### src/skt_pkg.sv
// Package: shared types, codes and defaults for the sorted key table.
`default_nettype none

package skt_pkg;

	localparam int CAPACITY_DEF = 64;
	localparam int KEY_W        = 32;
	localparam int PAY_W        = 32;

	localparam logic [1:0] MODE_INSERT = 2'd0;
	localparam logic [1:0] MODE_SEARCH = 2'd1;
	localparam logic [1:0] MODE_CLEAR  = 2'd2;

	localparam logic [1:0] ST_OK      = 2'd0;
	localparam logic [1:0] ST_FULL    = 2'd1;
	localparam logic [1:0] ST_MISSING = 2'd2;

	typedef struct packed {
		logic [1:0]              mode;
		logic signed [KEY_W-1:0] key;
		logic [PAY_W-1:0]        payload;
	} req_t;

	typedef struct packed {
		logic [1:0]       status;
		logic [5:0]       position;
		logic [PAY_W-1:0] found_payload;
		logic [6:0]       entry_count;
	} rsp_t;

	typedef struct packed {
		logic signed [KEY_W-1:0] key;
		logic [PAY_W-1:0]        payload;
	} rec_t;

endpackage

`default_nettype wire

### src/skt_mem.sv
// Record memory: one write port, one registered read port.
`default_nettype none

module skt_mem #(
	parameter int CAPACITY = skt_pkg::CAPACITY_DEF,
	parameter int AW       = $clog2(CAPACITY)
) (
	input  wire logic          clk,
	input  wire logic          rd_en,
	input  wire logic [AW-1:0] rd_addr,
	output skt_pkg::rec_t      rd_data,
	input  wire logic          wr_en,
	input  wire logic [AW-1:0] wr_addr,
	input  wire skt_pkg::rec_t wr_data
);

	skt_pkg::rec_t mem [CAPACITY];

	always_ff @(posedge clk) begin
		if (wr_en) begin
			mem[wr_addr] <= wr_data;
		end
		if (rd_en) begin
			rd_data <= mem[rd_addr];
		end
	end

endmodule

`default_nettype wire

### config.mk
export PLATFORM = sky130hd
export DESIGN_NAME = skt_mem
export DESIGN_NICKNAME = d
export VERILOG_FILES = /design/src/skt_pkg.sv /design/src/skt_mem.sv
export SDC_FILE = /design/constraint.sdc
export NUM_CORES = 2
export LEC_CHECK = 0
export BUFFER_PORTS_ARGS = -buffer_cell sky130_fd_sc_hd__buf_4
export CORE_MARGIN = 2
export CORE_UTILIZATION = 63
export DETAILED_ROUTE_END_ITERATION = 6
export GPL_TIMING_DRIVEN = 0
export PLACE_DENSITY_LB_ADDON = 0.15
export SLEW_MARGIN = 5
export SYNTH_ARGS = -nofsm -noshare
export SYNTH_HDL_FRONTEND = slang
export SYNTH_SLANG_ARGS = --single-unit
### constraint.sdc
create_clock -name clk -period 8.2 [get_ports clk]
set_input_delay 0.41 -clock clk [delete_from_list [all_inputs] [get_ports clk]]
set_output_delay 0.41 -clock clk [all_outputs]
set_load 0.1 [all_outputs]
* Word level (Yosys, flattened, before mapping)
Memories as Yosys holds them, arrays and structs flattened. A register that Yosys moved wholly into a read port is not among the register bits.
Cells that the tools add are included.
** Word-level totals
- Register bits after elaboration :: 0
- RAM bits :: 4096
- Bits of input ports :: 79
- Logic and storage cells :: 3
- Memories :: 1
** Cells by class
- Multiplexer cells :: 2
** Memory list
- mem :: depth 64, width 64, rd ports 1, clocked after memory_dff 1, wr ports 1, RTL line skt_mem.sv:17 : skt_pkg::rec_t mem [CAPACITY];
** Operator list (number)
- 2-to-1 mux 1 bit :: 2

* Logic depth before layout (Yosys ltp)
- Word-level depth :: 2
- Depth in mapped cells :: 9

* Least setup slack after synthesis
Ideal clock, no wire load.
- Kind :: input -> register
- Start :: input port wr_addr[3]
- End :: memory mem[48][0] (netlist bit) (enable)
- Arrival :: 5.282 ns
- Data required time :: 7.636 ns
- Path slack :: 2.354 ns
- Cell stages on the path :: 4
- Buffers on the path :: 1
- Path through :: clkbuf_1 nor2b_1 nand4b_1 nor3_1
** RTL lines
- from (decl) :: RTL line skt_mem.sv:13 : input wire logic [AW-1:0] wr_addr,
- to (decl) :: RTL line skt_mem.sv:17
No word-level cell before the write port.

==> metrics.md <==
| Metric | Value |
|---|---|
| Max Fclk | 263 MHz |
| Syn Area/Cell | 23.8 um^2 |
| Rows | 183 |
| Cells after synthesis | 6598 |
| DR vias/cell | 7.10 |
| Seq cells post-synth | 4160 |
| Max VDD drop | 0.212 mV |
| Failing checks | max-capacitance violations, max-slew violations |
| P_leak | 56.8 nW |
| Sink Count | 4160 |
| Commonest non-fill, non-tap cells in the layout | edfxtp_1, mux4_2, clkbuf_16, clkbuf_1, buf_4 |
| DRT iter0 DRCs | 13300 |
| DRC viols | 0 |
| Post-Layout Inst Area | 181000 um^2 |
| Port Buffer Count | 134 |
| DIE WIDTH | 503 um |
| Crit path buffers/inverters | 5 |
| Vias in the first global route | 77900 |
| Final setup margin | 4400 ps |
| Max_slew headroom | -0.105 |
| CTS tree | done |
| Synth Area in Adders | 0 |
| Synth area leader | edfxtp_1 |
| Placed inst area | 167000 um^2 |
| Min Hold Slack | 13.5 ps |
| Routed WL | 424 mm |
| Antenna violations before repair | 43 |
| RSZ-0062 raised after global routing | false |
| Clock Latency Late Sink | 1000 ps |
| First-pass iteration count of the detailed router | 6 |
| Combinational family with the most area after synthesis | multiplexers |
| Die height | 503 um |
| Synth-to-layout area growth | 15.1% |
| Max Slew Vio Count | 10 |
| Clk pin slew, worst setup/hold paths | 60 ps |
| PD cells | 248 nW/um^2 |
| Total die area | 253000 um^2 |
| Minimum clock period after layout | 3800 ps |
| Top delay family on crit path | buffers and inverters |
| Slowest stage delay, CP | 790 ps |
| Hold Path Class | input pin to register |
| TritonCTS Buffers | 412 |
| Synth top area share | 0.796 |
| Critical Path, Cell by Cell | buf_2, buf_4, buf_2, buf_2, buf_4, mux2i_1, o22ai_1, a31oi_1, a211oi_1 |
| Largest net degree at the start of global routing | 65 |
| Routed Antenna Nets | 0 |
| Hpwl dp | 274 mm |
| Final core occ | 0.728 |
| CP required | 8880 ps |
| CTS HTree Levels | 5 |
| Clock Path Buffers | 4 |
| Via count | 78600 |
| IO Pins | 143 |
| Commonest non-fill, non-tap cell in the layout | edfxtp_1 |
| Routed len/inst | 38.2 um |
| Post-Syn Area | 157000 um^2 |
| Proportion of synthesized area in mux cells | 0.156 |
| Fin cells | 11100 |
| Slowest stage cell, crit path | a211oi_1 |
| Synth Area in Compound Gates | 0.0247 |
| Syn_nets | 6677 |
| DP Cell Count | 10300 |
| Core area | 248000 um^2 |
| Clk_skew | 49.9 ps |
| Crit start category | input pin |
| Worst EP arrival | 4480 ps |
| Crit-path max FO | 12 |
| Final nets | 7489 |
| Setup TNS | 0 ps |
| Xor/xnor cell area share of the yosys netlist | 0 |
| Initial Utilization | 0.633 |
| Post-Synth Simple-Gate Area | 0.0123 |
| Top post-synthesis cells by area | edfxtp_1, mux4_2, mux2i_1 |
| Most frequent cell on the critical path | buf_2 |
| GRT Residual Overflow | 0 |
| Crit path kind | input pin to register |
| Final cycle utilization of the critical path | 0.464 |
| Gpl congestion | 0.844 |
| Yosys cell types | 32 |
| All-Layer GR Usage | 0.339 |
| Post-CTS sizing | 0 |
| Setup Viol. Count Final | 0 |
| Slew @ Worst Pin | 1660 ps |
| Sequential share of the synthesized area | 0.796 |
| Overall power | 44.9 mW |
| First-pass GRT wire length | 590 mm |
| CP Capture Type | register |
| Share of cells above drive strength 1 | 0.293 |
| Status | finished, violations left |
| Maxcap violations | 2 |
| Endpoints failing hold | 0 |
| Setup WS pre-CTS | 3470 ps |
| Warnings, synthesis | 0 |
| Clock Tree Root | clkbuf_16 |
## flip-flops by register name (all words and copies together), names as in the netlist
name,flops
mem,4096
rd_data,64
## layout make-up
class                   count  area [um^2]
fillers                 13500        67600
multi-input cells        2049        30700
flip-flops and latches   4160       125000
well taps                3330         4170
clock buffers             479        10700
repair buffers            398         5700
clock inverters           246         2500
inverters                  19         71.3
plain buffers             370         1780
diodes                     29         72.6
## cell usage after synthesis, drive strengths merged
| master | instances |
|---|---|
| buf | 230 |
| a31oi | 18 |
| a211oi | 63 |
| or3 | 29 |
| a22oi | 168 |
| nand2b | 11 |
| nand4b | 1 |
| clkbuf | 140 |
| or3b | 1 |
| o221ai | 38 |
| and2 | 3 |
| mux4 | 1024 |
| edfxtp | 4160 |
| nand3 | 45 |
| nand2 | 58 |
| mux2i | 135 |
| a22o | 88 |
| nor3 | 2 |
| nand3b | 2 |
| inv | 19 |
| or2 | 28 |
| nor2b | 28 |
| a2bb2oi | 19 |
| and3 | 64 |
| nand4 | 2 |
| a41oi | 26 |
| o22ai | 83 |
| nor2 | 112 |
| a31o | 1 |
## worst reg2reg max path, cell delays in order (launching register included)
cell      delay (ps)
edfxtp_1         380
mux4_2           490
mux2i_1          290
o22ai_1          280
a31oi_1         1010
a211oi_1         250
## logic make-up (layout without fill, tap and decap cells)
logic type / Yosys count / count (layout)
muxes: 1159 / 1159
buffers and inverters: 389 / 1512
other: 0 / 29
DFF: 4160 / 4160
AOI/OAI and AO/OA: 504 / 504
and+or+nand+nor: 386 / 386
## path summary, 6_finish.rpt
| path | from | endpoint | slack [ps] | cells after the start |
|---|---|---|---|---|
| setup / recovery | rd_addr[2] | rd_data[7]$_DFFE_PP_ | 4400 | 9 |
| hold / removal | wr_data[59] | mem[58][59]$_DFFE_PP_ | 10 | 1 |
| setup reg to reg | mem[50][31]$_DFFE_PP_ | rd_data[31]$_DFFE_PP_ | 5170 | 5 |
| hold reg to reg | mem[62][50]$_DFFE_PP_ | rd_data[50]$_DFFE_PP_ | 960 | 4 |
## layer usage
layer / up-vias / share of wire / track usage
li1: 30200 / - / -
met3: 905 / 0.14 / 0.0963
met2: 6011 / 0.47 / 0.518
met5: - / 0.00043 / 0
met4: 28 / 0.040 / 0.121
met1: 41500 / 0.35 / 0.479
## power by group
group	switching [mW]	internal (mW)	total [mW]
clock	7.80	10.9	18.7
sequential	0.0474	23.6	23.6
combinational	1.77	0.794	2.56
## timing repair
action / 4_1_cts / 5_1_grt
setup buffers: 0 / 0
hold buffers: 58 / 0
hold endpoints to repair: 2383 / 0
Note: power is estimated with default switching activity, not from simulation.
