===== config.mk =====
export PLATFORM = sky130hd
export DESIGN_NAME = skt_core
export DESIGN_NICKNAME = d
export VERILOG_FILES = /design/src/skt_pkg.sv /design/src/skt_core.sv
export SDC_FILE = /design/constraint.sdc
export NUM_CORES = 1
export LEC_CHECK = 0
export ABC_AREA = 1
export BUFFER_PORTS_ARGS = -buffer_cell sky130_fd_sc_hd__buf_2
export CAP_MARGIN = 20
export CORE_MARGIN = 4
export CORE_UTILIZATION = 48
export CTS_BUF_LIST = sky130_fd_sc_hd__clkbuf_16
export CTS_CLUSTER_DIAMETER = 100
export DETAILED_ROUTE_END_ITERATION = 7
export HOLD_SLACK_MARGIN = 0.12
export PLACE_DENSITY_LB_ADDON = 0.2
export SYNTH_ARGS = -nofsm -noshare
export SYNTH_HDL_FRONTEND = slang
export SYNTH_SLANG_ARGS = --single-unit
export TNS_END_PERCENT = 5

===== constraint.sdc =====
create_clock -name clk -period 5.35 [get_ports clk]
set_input_delay 0.2675 -clock clk [delete_from_list [all_inputs] [get_ports clk]]
set_output_delay 0.2675 -clock clk [all_outputs]
set_load 0.02 [all_outputs]

===== src/skt_pkg.sv =====
// Package: shared types, codes and defaults for the sorted key table.
`default_nettype none

package skt_pkg;

	localparam int CAPACITY_DEF = 64;
	localparam int KEY_W        = 32;
	localparam int PAY_W        = 32;

	localparam logic [1:0] MODE_INSERT = 2'd0;
	localparam logic [1:0] MODE_SEARCH = 2'd1;
	localparam logic [1:0] MODE_CLEAR  = 2'd2;

	localparam logic [1:0] ST_OK      = 2'd0;
	localparam logic [1:0] ST_FULL    = 2'd1;
	localparam logic [1:0] ST_MISSING = 2'd2;

	typedef struct packed {
		logic [1:0]              mode;
		logic signed [KEY_W-1:0] key;
		logic [PAY_W-1:0]        payload;
	} req_t;

	typedef struct packed {
		logic [1:0]       status;
		logic [5:0]       position;
		logic [PAY_W-1:0] found_payload;
		logic [6:0]       entry_count;
	} rsp_t;

	typedef struct packed {
		logic signed [KEY_W-1:0] key;
		logic [PAY_W-1:0]        payload;
	} rec_t;

endpackage

`default_nettype wire


===== src/skt_core.sv =====
// Sequencer: insert by shifting from the top, binary search, clear.
`default_nettype none

module skt_core #(
	parameter int CAPACITY = skt_pkg::CAPACITY_DEF,
	parameter int AW       = $clog2(CAPACITY),
	parameter int CW       = $clog2(CAPACITY + 1)
) (
	input  wire logic          clk,
	input  wire logic          arst_n,
	input  wire logic          req_valid,
	output logic               req_ready,
	input  wire skt_pkg::req_t req,
	output logic               res_valid,
	input  wire logic          res_ready,
	output skt_pkg::rsp_t      res,
	output logic               rd_en,
	output logic [AW-1:0]      rd_addr,
	input  wire skt_pkg::rec_t rd_data,
	output logic               wr_en,
	output logic [AW-1:0]      wr_addr,
	output skt_pkg::rec_t      wr_data
);

	localparam logic [2:0] S_IDLE = 3'd0;
	localparam logic [2:0] S_INS  = 3'd1;
	localparam logic [2:0] S_INS0 = 3'd2;
	localparam logic [2:0] S_SRD  = 3'd3;
	localparam logic [2:0] S_SCMP = 3'd4;
	localparam logic [2:0] S_RESP = 3'd5;

	logic [2:0]    state_q, state_d;
	logic [CW-1:0] count_q, count_d;
	skt_pkg::rec_t new_q, new_d;
	logic [AW-1:0] ptr_q, ptr_d;
	logic [CW-1:0] lo_q, lo_d, hend_q, hend_d;
	logic [AW-1:0] mid_q, mid_d;
	skt_pkg::rsp_t res_q, res_d;
	logic [CW:0]   mid_sum;
	logic [CW-1:0] lo_n, hend_n;
	logic [AW-1:0] ptr_up;

	assign req_ready = (state_q == S_IDLE);
	assign res_valid = (state_q == S_RESP);
	assign res       = res_q;
	assign ptr_up    = ptr_q + AW'(1);
	assign mid_sum   = (CW+1)'(lo_q) + (CW+1)'(hend_q) - (CW+1)'(1);

	always_comb begin
		state_d = state_q;
		count_d = count_q;
		new_d   = new_q;
		ptr_d   = ptr_q;
		lo_d    = lo_q;
		hend_d  = hend_q;
		mid_d   = mid_q;
		res_d   = res_q;
		rd_en   = 1'b0;
		rd_addr = '0;
		wr_en   = 1'b0;
		wr_addr = '0;
		wr_data = new_q;
		lo_n    = lo_q;
		hend_n  = hend_q;
		unique case (state_q)
			S_IDLE: begin
				if (req_valid) begin
					new_d.key     = req.key;
					new_d.payload = req.payload;
					res_d.status        = skt_pkg::ST_OK;
					res_d.position      = '0;
					res_d.found_payload = '0;
					res_d.entry_count   = 7'(count_q);
					state_d = S_RESP;
					case (req.mode)
						skt_pkg::MODE_INSERT: begin
							if (count_q == CW'(CAPACITY)) begin
								res_d.status = skt_pkg::ST_FULL;
							end else if (count_q == '0) begin
								wr_en   = 1'b1;
								wr_data.key     = req.key;
								wr_data.payload = req.payload;
								count_d = CW'(1);
								res_d.entry_count = 7'd1;
							end else begin
								ptr_d   = AW'(count_q - CW'(1));
								rd_en   = 1'b1;
								rd_addr = AW'(count_q - CW'(1));
								state_d = S_INS;
							end
						end
						skt_pkg::MODE_SEARCH: begin
							if (count_q == '0) begin
								res_d.status = skt_pkg::ST_MISSING;
							end else begin
								lo_d    = '0;
								hend_d  = count_q;
								state_d = S_SRD;
							end
						end
						skt_pkg::MODE_CLEAR: begin
							count_d = '0;
							res_d.entry_count = '0;
						end
						default: begin
						end
					endcase
				end
			end
			S_INS: begin
				wr_en   = 1'b1;
				wr_addr = ptr_up;
				if ($signed(new_q.key) < $signed(rd_data.key)) begin
					wr_data = rd_data;
					if (ptr_q == '0) begin
						state_d = S_INS0;
					end else begin
						ptr_d   = ptr_q - AW'(1);
						rd_en   = 1'b1;
						rd_addr = ptr_q - AW'(1);
					end
				end else begin
					count_d = count_q + CW'(1);
					res_d.position    = 6'(ptr_up);
					res_d.entry_count = 7'(count_q + CW'(1));
					state_d = S_RESP;
				end
			end
			S_INS0: begin
				wr_en   = 1'b1;
				count_d = count_q + CW'(1);
				res_d.position    = '0;
				res_d.entry_count = 7'(count_q + CW'(1));
				state_d = S_RESP;
			end
			S_SRD: begin
				mid_d   = AW'(mid_sum >> 1);
				rd_en   = 1'b1;
				rd_addr = AW'(mid_sum >> 1);
				state_d = S_SCMP;
			end
			S_SCMP: begin
				if (rd_data.key == new_q.key) begin
					res_d.position      = 6'(mid_q);
					res_d.found_payload = rd_data.payload;
					state_d = S_RESP;
				end else begin
					if ($signed(rd_data.key) < $signed(new_q.key)) begin
						lo_n = CW'(mid_q) + CW'(1);
					end else begin
						hend_n = CW'(mid_q);
					end
					lo_d   = lo_n;
					hend_d = hend_n;
					if (lo_n < hend_n) begin
						state_d = S_SRD;
					end else begin
						res_d.status = skt_pkg::ST_MISSING;
						state_d = S_RESP;
					end
				end
			end
			S_RESP: begin
				if (res_ready) begin
					state_d = S_IDLE;
				end
			end
			default: begin
				state_d = S_IDLE;
			end
		endcase
	end

	always_ff @(posedge clk or negedge arst_n) begin
		if (!arst_n) begin
			state_q <= S_IDLE;
			count_q <= '0;
		end else begin
			state_q <= state_d;
			count_q <= count_d;
		end
	end

	always_ff @(posedge clk) begin
		new_q  <= new_d;
		ptr_q  <= ptr_d;
		lo_q   <= lo_d;
		hend_q <= hend_d;
		mid_q  <= mid_d;
		res_q  <= res_d;
	end

endmodule

`default_nettype wire


Yosys cells after proc, flatten, opt, wreduce, memory -nomap -nowiden
Cells that the tools add are included.

operators by class
  add/sub/neg operators = 7
  order comparisons = 3
  equal/unequal tests = 22
  mux-type cells = 78
  reductions and logical operators = 17

operator list
  operator               count
  $mux W64               5
  $pmux W64 S2           1
  $mux W7                18
  $mux W6                14
  $lt A32 B32 Y1         2
  $pmux W32 S2           1
  $mux W47               1
  $pmux W7 S2            3
  $pmux W7 S3            2
  $mux W38               1
  $eq A32 B32 Y1         1
  $mux W3                9
  $pmux W6 S4            1
  $ne A2 B2 Y1 const B   9
  $pmux W3 S6            1
  $pmux W6 S3            1
  $pmux W6 S2            1
  $sub A6 B1 Y6 const B  2
  $mux W1                11
  $reduce_and A3 Y1      3
  $pmux W2 S2            2
  $reduce_and A4 Y1      2
  $add A6 B1 Y7 const B  1
  $add A7 B1 Y7 const B  1
  other kinds (27)       34

word-level totals
  flip-flop bits (word level) = 147
  logic and storage cells = 139

Depth between registers and ports, before layout
  word-level depth = 8
  depth in mapped cells = 29
  depth with buffers taken out = 28

Worst setup path after synthesis
No wires, ideal clock.

  kind = reg2reg
  start = register state_q[1]
  end = register hend_q[0], enable pin
  setup time = 390 ps
  data arrival time = 4780 ps
  setup slack = 180 ps
  cell stages (with the launch flop) = 8
  path buffers = 0
  period minus slack after synthesis = 5170 ps
  path through = dfrtp_1 > nor2_1 > inv_1 > nor2_1 > inv_1 > nor2_1 > inv_1 > a21oi_1

between the ends
  word-level cells in the longest chain between the ends = 3
  elaborated cells on any way between the ends = 8
  those cells by class = 5 x eq/ne; 3 x reduce/logical

ends and longest elaborated chain
  element                                                      line             source
  start: declaration                                           skt_core.sv:32   logic [2:0] state_q, state_d;
  start signal: assignment                                     skt_core.sv:179  state_q <= state_d;
  $eq A3 B3 Y1 / $logic_not A3 Y1 (equally long branches)      skt_core.sv:65   unique case (state_q)
  $ne A2 B2 Y1 (no source line), or another cell as far along  -
  $reduce_and A5 Y1 (no source line) (*)                       -
  end signal: assignment                                       skt_core.sv:188  hend_q <= hend_d;
  end: declaration                                             skt_core.sv:36   logic [CW-1:0] lo_q, lo_d, hend_q, hend_d;

Every way passes the cells marked *; elsewhere a longest branch is shown, timed or not.
A chain may end at the register's enable or synchronous reset.

==> results.txt <==
Clock root cell - clkbuf_16
Yosys reg bits - 147
Post-Syn Instances - 1,023
Sink Count - 147
# DRC - 0
Drt first pass iters - 5
Syn_nets - 1,212
Sequential area share after synthesis - 47.9%
Most used DFF post-synth - edfxtp_1
Synth unique cells - 49
Area delta synth->final - 30.6%
Clock H-tree levels - 4
CTS tree - done
Static leakage - 5.54 nW
Worst Path Class, Setup - register to primary output
Vias per inst - 5.42
GRT Resource Usage Total - 26.7%
Core area - 18,700 um2
Clk_lat worst skew - 0.44 ns
Maximum vdd ir drop - 0.331 mV
Post-Route WL - 28.5 mm
FP Rows - 50
Die extent in x - 146 um
Ys async rst share - 6.80%
Die ar. - 21,200 um2
Commonest non-fill, non-tap cell in the layout - buf_2
Max-slew headroom - 30.0%
Endpoints failing hold - 0
Worst slew pin tran - 1.05 ns
Initial antenna violation count - 2
I/O pins - 261
Setup TNS - 0 ns
Max FO, Critical Path - 26
R2R depth - 19
Hold path depth - 3
Worst Path Arrival - 3.81 ns
Routability cong. - 0.924
Pin count of the biggest net entering global routing - 95
Congestion Overflow GR - 0
Max_cap viols - 0
Layout Nets - 1,523
Period utilisation layout - 76.2%
Die Y-Extent - 146 um
Clock Skews - 0.0162 ns
Number of CTS-inserted buffers - 17
Post-DP HPWL - 20.1 mm
DRT iter0 DRCs - 484
CTS Buffer Depth - 2
Critical path endpoint category - primary output
Final setup violation count - 0
P per Cell Area - 616 nW/um2
Layout cells sized above 1 - 24.6%
Yosys warns - 0
Multi-input gate area - 3890 um2
Startpoint class of the critical path - register
Port Buffers - 260
Clock-pin slew on the worst setup and hold paths - 0.08 ns
Min-delay worst type - input pin to register
Setup slack after layout - 1.27 ns
RSZ-0062 raised after global routing - no
# Post-CTS Setup Buffers - 0
Fmax - 0.245 GHz
Starting density of the core - 48.7%
Fin Hold WS - 0.140 ns
Storage cell area - 4360 um2
Final-layout fill cell count - 1,577
Total number of vias - 8,592
Average routed wire per standard cell - 18.0 um
PostCTS Resize Cnt - 0
Critical Path RT - 5.08 ns
Tmin final - 4.08 ns
Synthesized cell area - 9110 um2
Vias in the first global route - 8,712
First-pass GRT wire length - 45.1 mm
Status - complete, no violations
Routed Antenna Nets - 0
Post-synth EDFFs - 137
Pre-CTS setup slack - 1.74 ns
Syn Area/Cell - 8.90 um2
Max-slew violations - 0
Leading cell types in the layout, fill and taps excluded - buf_2 (260), inv_1 (182), nand2_1 (179)
==> cell families after synthesis <==
group | share of synthesized area [%]
adders and majority gates | 7.64
and+or+nand+nor | 14.8
AOI/OAI and AO/OA | 18.3
xor gates and xnor gates | 1.44
DFF | 47.9
buffers and inverters | 9.85
==> final cells by class <==
| type | instances | area share, % |
|---|---|---|
| sequential | 147 | 36.7 |
| multi-input combinational | 646 | 32.8 |
| timing repair buffer | 336 | 17.1 |
| inverter | 186 | 5.87 |
| clock buffer | 17 | 3.58 |
| tap | 234 | 2.46 |
| clock inverter | 15 | 1.47 |
| antenna | 3 | 0.0631 |
==> synthesized netlist by cell type (all sizes together), types with 4 or more instances <==
library cell  count  area [um2]
nor3             10        50.1
nand3            28         145
nand4            10        62.6
a21oi            63         319
ha               54         676
xor2             12         105
inv             186         698
clkbuf           26        97.6
edfxtp          137        4110
buf              18         101
o21ai            69         368
o221ai           32         280
nand2           186         726
dfrtp            10         250
o211ai           70         526
nor2             81         314
o21bai            4        30.0
==> worst paths after layout <==
kind                                              from                      to  slack [ns]
worst max-delay path               new_q[63]$_DFFE_PP_              wr_data[1]        1.27
worst min-delay path                        rd_data[2]    res[9]$_SDFFCE_PN0P_        0.14
worst max register to register     new_q[63]$_DFFE_PP_   res[45]$_SDFFCE_PP0P_        1.74
worst min register to register  state_q[0]$_DFFE_PN0P_  state_q[0]$_DFFE_PN0P_        0.67
max in group asynchronous                       arst_n  state_q[1]$_DFFE_PN0P_        4.89
min in group asynchronous                       arst_n  count_q[2]$_DFFE_PN0P_        0.24
==> worst max-delay path, stage by stage (launching register included) <==
cell	delay (ns)
edfxtp_1	0.38
inv_1	0.10
ha_1	0.29
a21oi_1	0.18
o21a_1	0.13
nand2_1	0.05
a21oi_1	0.27
nand3_2	0.18
nand2_4	0.23
nand2_4	0.13
a21oi_4	0.72
buf_4	0.36
o221ai_1	0.14
buf_2	0.20
==> flip-flops by register name, indices dropped and copies added, names as in the netlist <==
name,cells
new_q,64
res,47
count_q,7
hend_q,7
lo_q,7
mid_q,6
ptr_q,6
state_q,3
==> repair_timing <==
item                                    in CTS  in global routing
hold buffers                                65                  0
endpoints found under the setup margin       0                  0
endpoints found under the hold margin       74                  0
==> power breakdown <==
part	total, W	internal [W]	switching, W
logic	0.00411	0.00127	0.00285
clock network	0.00121	0.000632	0.000576
registers	0.00201	0.00182	0.000187
==> metal layers <==
metal | vias up | global-route usage [%] | wire, um
met5 | - | 0 | 0
met4 | 0 | 11.6 | 982
met3 | 63 | 6.60 | 2140
met2 | 339 | 45.9 | 14200
met1 | 4021 | 31.7 | 11100
li1 | 4169 | - | -
==> per-stage QoR <==
stage | power (W) | instance area, um2 | utilization (%) | std cells
after global placement | 0.00604 | 10600 | 56.8 | 1484
after CTS | 0.00735 | 11900 | 63.5 | 1581
after floorplan | 0.00477 | 9110 | - | 1023
after detailed placement | 0.00609 | 10600 | 56.8 | 1484
final | 0.00733 | 11900 | 63.6 | 1584
after global routing | 0.00785 | 11900 | 63.6 | 1583
No activity file was read; power rests on OpenSTA's default activity.
